===== config.mk =====
export PLATFORM = sky130hd
export DESIGN_NAME = slmli_ctrl
export DESIGN_NICKNAME = d
export VERILOG_FILES = /design/src/slmli_pkg.sv /design/src/slmli_ctrl.sv
export SDC_FILE = /design/constraint.sdc
export NUM_CORES = 1
export LEC_CHECK = 0
export ABC_AREA = 1
export BUFFER_PORTS_ARGS = -buffer_cell sky130_fd_sc_hd__buf_4
export CAP_MARGIN = 10
export CORE_AREA = 10 10 69 57
export DETAILED_ROUTE_END_ITERATION = 10
export DIE_AREA = 0 0 79 67
export PLACE_DENSITY_LB_ADDON = 0.3
export SKIP_LAST_GASP = 1
export SLEW_MARGIN = 0
export SYNTH_ARGS = -nofsm -noshare
export SYNTH_HDL_FRONTEND = slang
export SYNTH_SLANG_ARGS = --single-unit
export TNS_END_PERCENT = 10

===== constraint.sdc =====
create_clock -name clk -period 1.69 [get_ports clk]
set_input_delay 0.0845 -clock clk [delete_from_list [all_inputs] [get_ports clk]]
set_output_delay 0.0845 -clock clk [all_outputs]
set_load 0.005 [all_outputs]

===== src/slmli_pkg.sv =====
// Types and constants shared by the response table interpolator modules.
// Depends on nothing.
`timescale 1ns / 1ps
`default_nettype none

package slmli_pkg;

  localparam int MODE_W = 2;
  localparam int CS_W   = 4;
  localparam int PS_W   = 6;
  localparam int PT_W   = 7;
  localparam int WL_W   = 24;
  localparam int CMD_W  = 17;
  localparam int AMP_W  = 17;
  localparam int PH_W   = 24;
  localparam int CFG_W  = 5;
  // internal signed width for amplitude and phase arithmetic
  localparam int VAL_W  = 26;
  // operand width of the fraction divider
  localparam int DIV_W  = 24;

  localparam logic [CMD_W-1:0] CMD_ONE = 17'h10000;

  typedef enum logic [MODE_W-1:0] {
    MODE_HEADER = 2'd0,
    MODE_POINT  = 2'd1,
    MODE_QUERY  = 2'd2,
    MODE_NONE   = 2'd3
  } mode_t;

  typedef struct packed {
    mode_t                   mode;
    logic [CS_W-1:0]         curve_slot;
    logic [PS_W-1:0]         point_slot;
    logic [PT_W-1:0]         point_total;
    logic [WL_W-1:0]         wavelength;
    logic [CMD_W-1:0]        command;
    logic [AMP_W-1:0]        amplitude;
    logic signed [PH_W-1:0]  phase;
  } slm_in_t;

  typedef struct packed {
    logic [AMP_W-1:0]        transmission;
    logic signed [PH_W-1:0]  phase_delay;
    logic                    status;
  } slm_out_t;

  typedef struct packed {
    logic [CMD_W-1:0]        cmd;
    logic [AMP_W-1:0]        amp;
    logic signed [PH_W-1:0]  ph;
  } pt_t;

  typedef enum logic [4:0] {
    OP_IDLE,
    OP_WL_LAST,
    OP_WL_START,
    OP_WL_STEP,
    OP_CNT_LO,
    OP_CNT_UP,
    OP_PT_START,
    OP_PT_STEP,
    OP_TAKE_PT,
    OP_DIV_CMD,
    OP_DIV_WL,
    OP_DIV_STEP,
    OP_MUL_AMP_C,
    OP_MUL_PH_C,
    OP_MUL_AMP_W,
    OP_MUL_PH_W,
    OP_ADD_AMP,
    OP_ADD_PH,
    OP_SAVE_LO,
    OP_EMIT_OK,
    OP_EMIT_ERR
  } dp_op_t;

  typedef struct packed {
    dp_op_t op;
  } dp_cmd_t;

  typedef struct packed {
    logic query_start;
    logic wl_ge;
    logic wl_exact;
    logic wl_first;
    logic wl_oob;
    logic pt_ge;
    logic pt_exact;
    logic pt_first;
    logic pt_last;
    logic div_last;
    logic out_free;
  } dp_stat_t;

endpackage

`default_nettype wire


===== src/slmli_ctrl.sv =====
// Controller: sequences one query through curve search, point search,
// division and interpolation. Depends on slmli_pkg.
`timescale 1ns / 1ps
`default_nettype none

module slmli_ctrl import slmli_pkg::*; (
  input  logic     clk,
  input  logic     rst,
  input  dp_stat_t stat,
  output dp_cmd_t  cmd,
  output logic     in_stall
);

  typedef enum logic [15:0] {
    S_IDLE     = 16'h0001,
    S_WL_LAST  = 16'h0002,
    S_WL_START = 16'h0004,
    S_WL_SCAN  = 16'h0008,
    S_CNT_RD   = 16'h0010,
    S_PT_START = 16'h0020,
    S_PT_SCAN  = 16'h0040,
    S_TAKE     = 16'h0080,
    S_DIV_INIT = 16'h0100,
    S_DIV      = 16'h0200,
    S_MUL_A    = 16'h0400,
    S_ADD_A    = 16'h0800,
    S_MUL_P    = 16'h1000,
    S_ADD_P    = 16'h2000,
    S_SAVE     = 16'h4000,
    S_EMIT     = 16'h8000
  } state_t;

  state_t state;
  state_t state_next;
  state_t curve_done;
  logic   err;
  logic   two;
  logic   on_upper;
  logic   wl_stage;

  assign in_stall = state != S_IDLE;

  // where to go once one curve (or the wavelength blend) is finished
  always_comb begin
    if (wl_stage) begin
      curve_done = S_EMIT;
    end else if (two && !on_upper) begin
      curve_done = S_SAVE;
    end else if (two) begin
      curve_done = S_DIV_INIT;
    end else begin
      curve_done = S_EMIT;
    end
  end

  always_comb begin
    state_next = state;
    cmd.op     = OP_IDLE;
    unique case (state)
      S_IDLE: begin
        if (stat.query_start) begin
          state_next = S_WL_LAST;
        end
      end
      S_WL_LAST: begin
        cmd.op     = OP_WL_LAST;
        state_next = S_WL_START;
      end
      S_WL_START: begin
        cmd.op     = OP_WL_START;
        state_next = S_WL_SCAN;
      end
      S_WL_SCAN: begin
        cmd.op = OP_WL_STEP;
        if (stat.wl_first && stat.wl_oob) begin
          state_next = S_EMIT;
        end else if (stat.wl_ge) begin
          state_next = S_CNT_RD;
        end
      end
      S_CNT_RD: begin
        cmd.op     = on_upper ? OP_CNT_UP : OP_CNT_LO;
        state_next = S_PT_START;
      end
      S_PT_START: begin
        cmd.op     = OP_PT_START;
        state_next = S_PT_SCAN;
      end
      S_PT_SCAN: begin
        cmd.op = OP_PT_STEP;
        if (stat.pt_ge || stat.pt_last) begin
          if (stat.pt_first || stat.pt_exact || !stat.pt_ge) begin
            state_next = S_TAKE;
          end else begin
            state_next = S_DIV_INIT;
          end
        end
      end
      S_TAKE: begin
        cmd.op     = OP_TAKE_PT;
        state_next = curve_done;
      end
      S_DIV_INIT: begin
        cmd.op     = wl_stage ? OP_DIV_WL : OP_DIV_CMD;
        state_next = S_DIV;
      end
      S_DIV: begin
        cmd.op = OP_DIV_STEP;
        if (stat.div_last) begin
          state_next = S_MUL_A;
        end
      end
      S_MUL_A: begin
        cmd.op     = wl_stage ? OP_MUL_AMP_W : OP_MUL_AMP_C;
        state_next = S_ADD_A;
      end
      S_ADD_A: begin
        cmd.op     = OP_ADD_AMP;
        state_next = S_MUL_P;
      end
      S_MUL_P: begin
        cmd.op     = wl_stage ? OP_MUL_PH_W : OP_MUL_PH_C;
        state_next = S_ADD_P;
      end
      S_ADD_P: begin
        cmd.op     = OP_ADD_PH;
        state_next = curve_done;
      end
      S_SAVE: begin
        cmd.op     = OP_SAVE_LO;
        state_next = S_CNT_RD;
      end
      S_EMIT: begin
        if (stat.out_free) begin
          cmd.op     = err ? OP_EMIT_ERR : OP_EMIT_OK;
          state_next = S_IDLE;
        end
      end
      default: begin
        state_next = S_IDLE;
      end
    endcase
  end

  always_ff @(posedge clk) begin
    if (rst) begin
      state    <= S_IDLE;
      err      <= 1'b0;
      two      <= 1'b0;
      on_upper <= 1'b0;
      wl_stage <= 1'b0;
    end else begin
      state <= state_next;
      if (stat.query_start) begin
        err      <= 1'b0;
        two      <= 1'b0;
        on_upper <= 1'b0;
        wl_stage <= 1'b0;
      end
      if (state == S_WL_SCAN) begin
        if (stat.wl_first && stat.wl_oob) begin
          err <= 1'b1;
        end else if (stat.wl_ge) begin
          two      <= !(stat.wl_first || stat.wl_exact);
          on_upper <= stat.wl_first || stat.wl_exact;
        end
      end
      if (state == S_SAVE) begin
        on_upper <= 1'b1;
      end
      // both curves done: blend across wavelength next
      if ((state == S_TAKE || state == S_ADD_P) && !wl_stage && two && on_upper) begin
        wl_stage <= 1'b1;
      end
    end
  end

endmodule

`default_nettype wire


==> impl_metrics.env <==
export IMPL_synth_area_leaders="dfxtp_1, inv_1, nand2_1, nor2_1, nand3_1"
export IMPL_drc=0
export IMPL_async_flop_share_pct=0
export IMPL_antenna_found_initial=0
export IMPL_switchingPower_w=0.000778
export IMPL_synth_distinct_cells=27
export IMPL_slew_viol_final=0
export IMPL_synth_avg_cell_area_um2=6.57
export IMPL_ys_flop_type="dfxtp_1"
export IMPL_synth_edf_count=0
export IMPL_outcome="finished, violations left"
export IMPL_numCtsBuffers=3
export IMPL_final_hold_violation_count=0
export IMPL_syn_nets=221
export IMPL_track_usage_pct=15.5
export IMPL_dp_worst_setup_slack_ns=0.119
export IMPL_ys_warn_count=0
export IMPL_met3_usage_pct=4.56
export IMPL_synth_compound_area_share_pct=5.68
export IMPL_clockBufferDepth=2
export IMPL_yosysTopAreaCell="dfxtp_1"
export IMPL_io_buffers=18
export IMPL_cts_sinks=20
export IMPL_final_core_util_pct=75.6
export IMPL_drv_cap=0
export IMPL_grt_pass1_wl_um=6650
export IMPL_synth_area_um2=1370
export IMPL_synth_top_family_by_area="simple AND/OR/NAND/NOR gates"
export IMPL_setup_ws_ns=-0.128
export IMPL_path_class="flop to primary output"
export IMPL_wl_per_cell_um=16.0
export IMPL_ios=19
export IMPL_swShare_pct=43.8
export IMPL_row_count=16
export IMPL_cts_root_buf="clkbuf_4"
export IMPL_clk_pin_slew_ns=0.13
export IMPL_p_seq_share_pct=31.2
export IMPL_tns_ns=-1.28
export IMPL_dp_hpwl_um=2740
export IMPL_first_iter_violations=140
export IMPL_dr_pass1_iters=4
export IMPL_grt_pass1_vias=1444
export IMPL_totalWireLength_um=4600
export IMPL_cts_max_level=1
export IMPL_die_h_um=67
export IMPL_grt_max_degree=12
export IMPL_fmax_mhz=550
export IMPL_ir_worst_vdd_uv=597
export IMPL_rsz0062_at_grt="true"
export IMPL_grt_overflow_total=0
export IMPL_p_comb_share_pct=55.0
export IMPL_die_x_um=79
export IMPL_core_um2=2560
export IMPL_drive_gt1_share_pct=45.4
export IMPL_synth_xor_area_share_pct=0
export IMPL_cts_tree="built"
export IMPL_cts_hold_buffers=0
export IMPL_grtUsageMet1_pct=19.5
export IMPL_busiest_layer="met2"
export IMPL_skew_ns=0.0149
export IMPL_initial_utilization_pct=53.3
export IMPL_synth_top_cell_area_share_pct=29.3
export IMPL_synthMuxAreaShare_pct=0
export IMPL_syn_inst=208
export IMPL_cp_max_fo=6
export IMPL_diodes=0
export IMPL_gp_congestion=0.914
export IMPL_ys_ff_latch=20
export IMPL_crit_arrival_ns=1.73
export IMPL_p_leak_nw=0.996
export IMPL_min_period_over_period_pct=108
export IMPL_insertion_delay_ns=0.32
export IMPL_hp_class="input pin to flop"
export IMPL_critPathLaunchType="flop"
export IMPL_synth_commonest_cells="inv_1, nand2_1, nor2_1, dfxtp_1, nand3_1"
export IMPL_use_met2_pct=24.6
export IMPL_via_per_inst=5.50
export IMPL_synthAdderAreaFrac_pct=0
export IMPL_synth_simple_area_share_pct=53.3
export IMPL_die_area_um2=5290
export IMPL_endpoint_kind="primary output"
export IMPL_clockPowerShare_pct=13.8
export IMPL_syn_to_final_growth_pct=41.8
export IMPL_violations="negative setup slack"
export IMPL_crit_required_ns=1.61
export IMPL_finalCriticalPeriod_ns=1.82
export IMPL_power_internal_w=0.000999
export IMPL_num_vias=1579
export IMPL_final_setup_viol_count=16
export IMPL_tightest_slew_ns=0.359
export IMPL_nets=266
export IMPL_fin_hold_ws_ns=0.00412
export IMPL_p_per_area_nw_per_um2=918
export IMPL_yosysSeqAreaShare_pct=29.3
export IMPL_slew_headroom_pct=75.9
export IMPL_drtAntennaViolNets=0
## flip-flops by register name (all words and copies together), names as in the netlist
signal	flops
wl_stage	1
on_upper	1
two	1
err	1
state	16
## per-stage QoR
stage | std cells | power, W | instance area (µm²)
after global placement | 263 | 0.00120 | 1550
after floorplan | 208 | 0.00102 | 1370
after global routing | 287 | 0.00187 | 1940
after detailed placement | 263 | 0.00121 | 1550
final | 287 | 0.00178 | 1940
after CTS | 282 | 0.00160 | 1800
## cells in the final DEF (no fill, tap or decap), types with 2 or more instances in the layout
master	instances
nand3_2	5
inv_1	35
o21ai_1	4
buf_6	3
dfxtp_2	13
nand4_1	9
dfxtp_1	5
nor2_1	25
clkbuf_4	3
buf_4	38
nand3_4	2
nand2_2	7
nand2_4	8
a21oi_1	6
dfxtp_4	2
nand2_1	30
nor3_1	3
nand3b_1	2
nor3_2	3
nand3_1	14
nor2_2	9
nor2_4	14
## logic make-up after synthesis
kind of cell,Yosys count
AND/OR/NAND/NOR,135
buffers and inverters,39
AO/OA/AOI/OAI,14
flip-flops,20
## final timing paths
path	from	end	slack, ns	cells after the start
max	state[10]	cmd[2]	-0.13	8
min	rst	state[7]	0.004	2
max reg2reg	state[4]	state[0]	-0.10	10
min reg2reg	two	state[14]	0.50	2
## layer usage
| metal | routed length (µm) | vias up |
|---|---|---|
| li1 | - | 755 |
| met1 | 1850 | 714 |
| met2 | 2060 | 91 |
| met3 | 514 | 19 |
| met4 | 165 | 0 |
| met5 | 0 | - |
## layout make-up
cell class | instances | area [µm²]
repair buffers | 41 | 319
inverters | 37 | 146
clock buffers | 3 | 22.5
well taps | 36 | 45.0
flip-flops and latches | 20 | 424
multi-input cells | 150 | 980
fillers | 205 | 626
## power by group through the flow
stage	clock network, W	logic (W)	registers [W]
2_1_floorplan	0	0.000471	0.000548
3_3_place_gp	0	0.000652	0.000553
3_5_place_dp	0	0.000654	0.000552
4_1_cts	0.000237	0.000809	0.000552
5_1_grt	0.000259	0.00105	0.000558
6_report	0.000246	0.000978	0.000554
## critical path: stages (launching register included)
cell and delay, ns:
dfxtp_2 0.36, nor2_4 0.17, nand2_4 0.13, nor2_8 0.21, nand2_2 0.12, nand3_1 0.14
inv_1 0.06, o2111ai_1 0.08, buf_4 0.15
## what timing repair did
item	4_1_cts	5_1_grt
pin swaps	13	13
cloned	1	0
setup buffers	15	5
endpoints found under the setup margin	6	17
gates resized for setup	36	25
hold endpoints to repair	0	0
(Power assumes the default switching activity.)
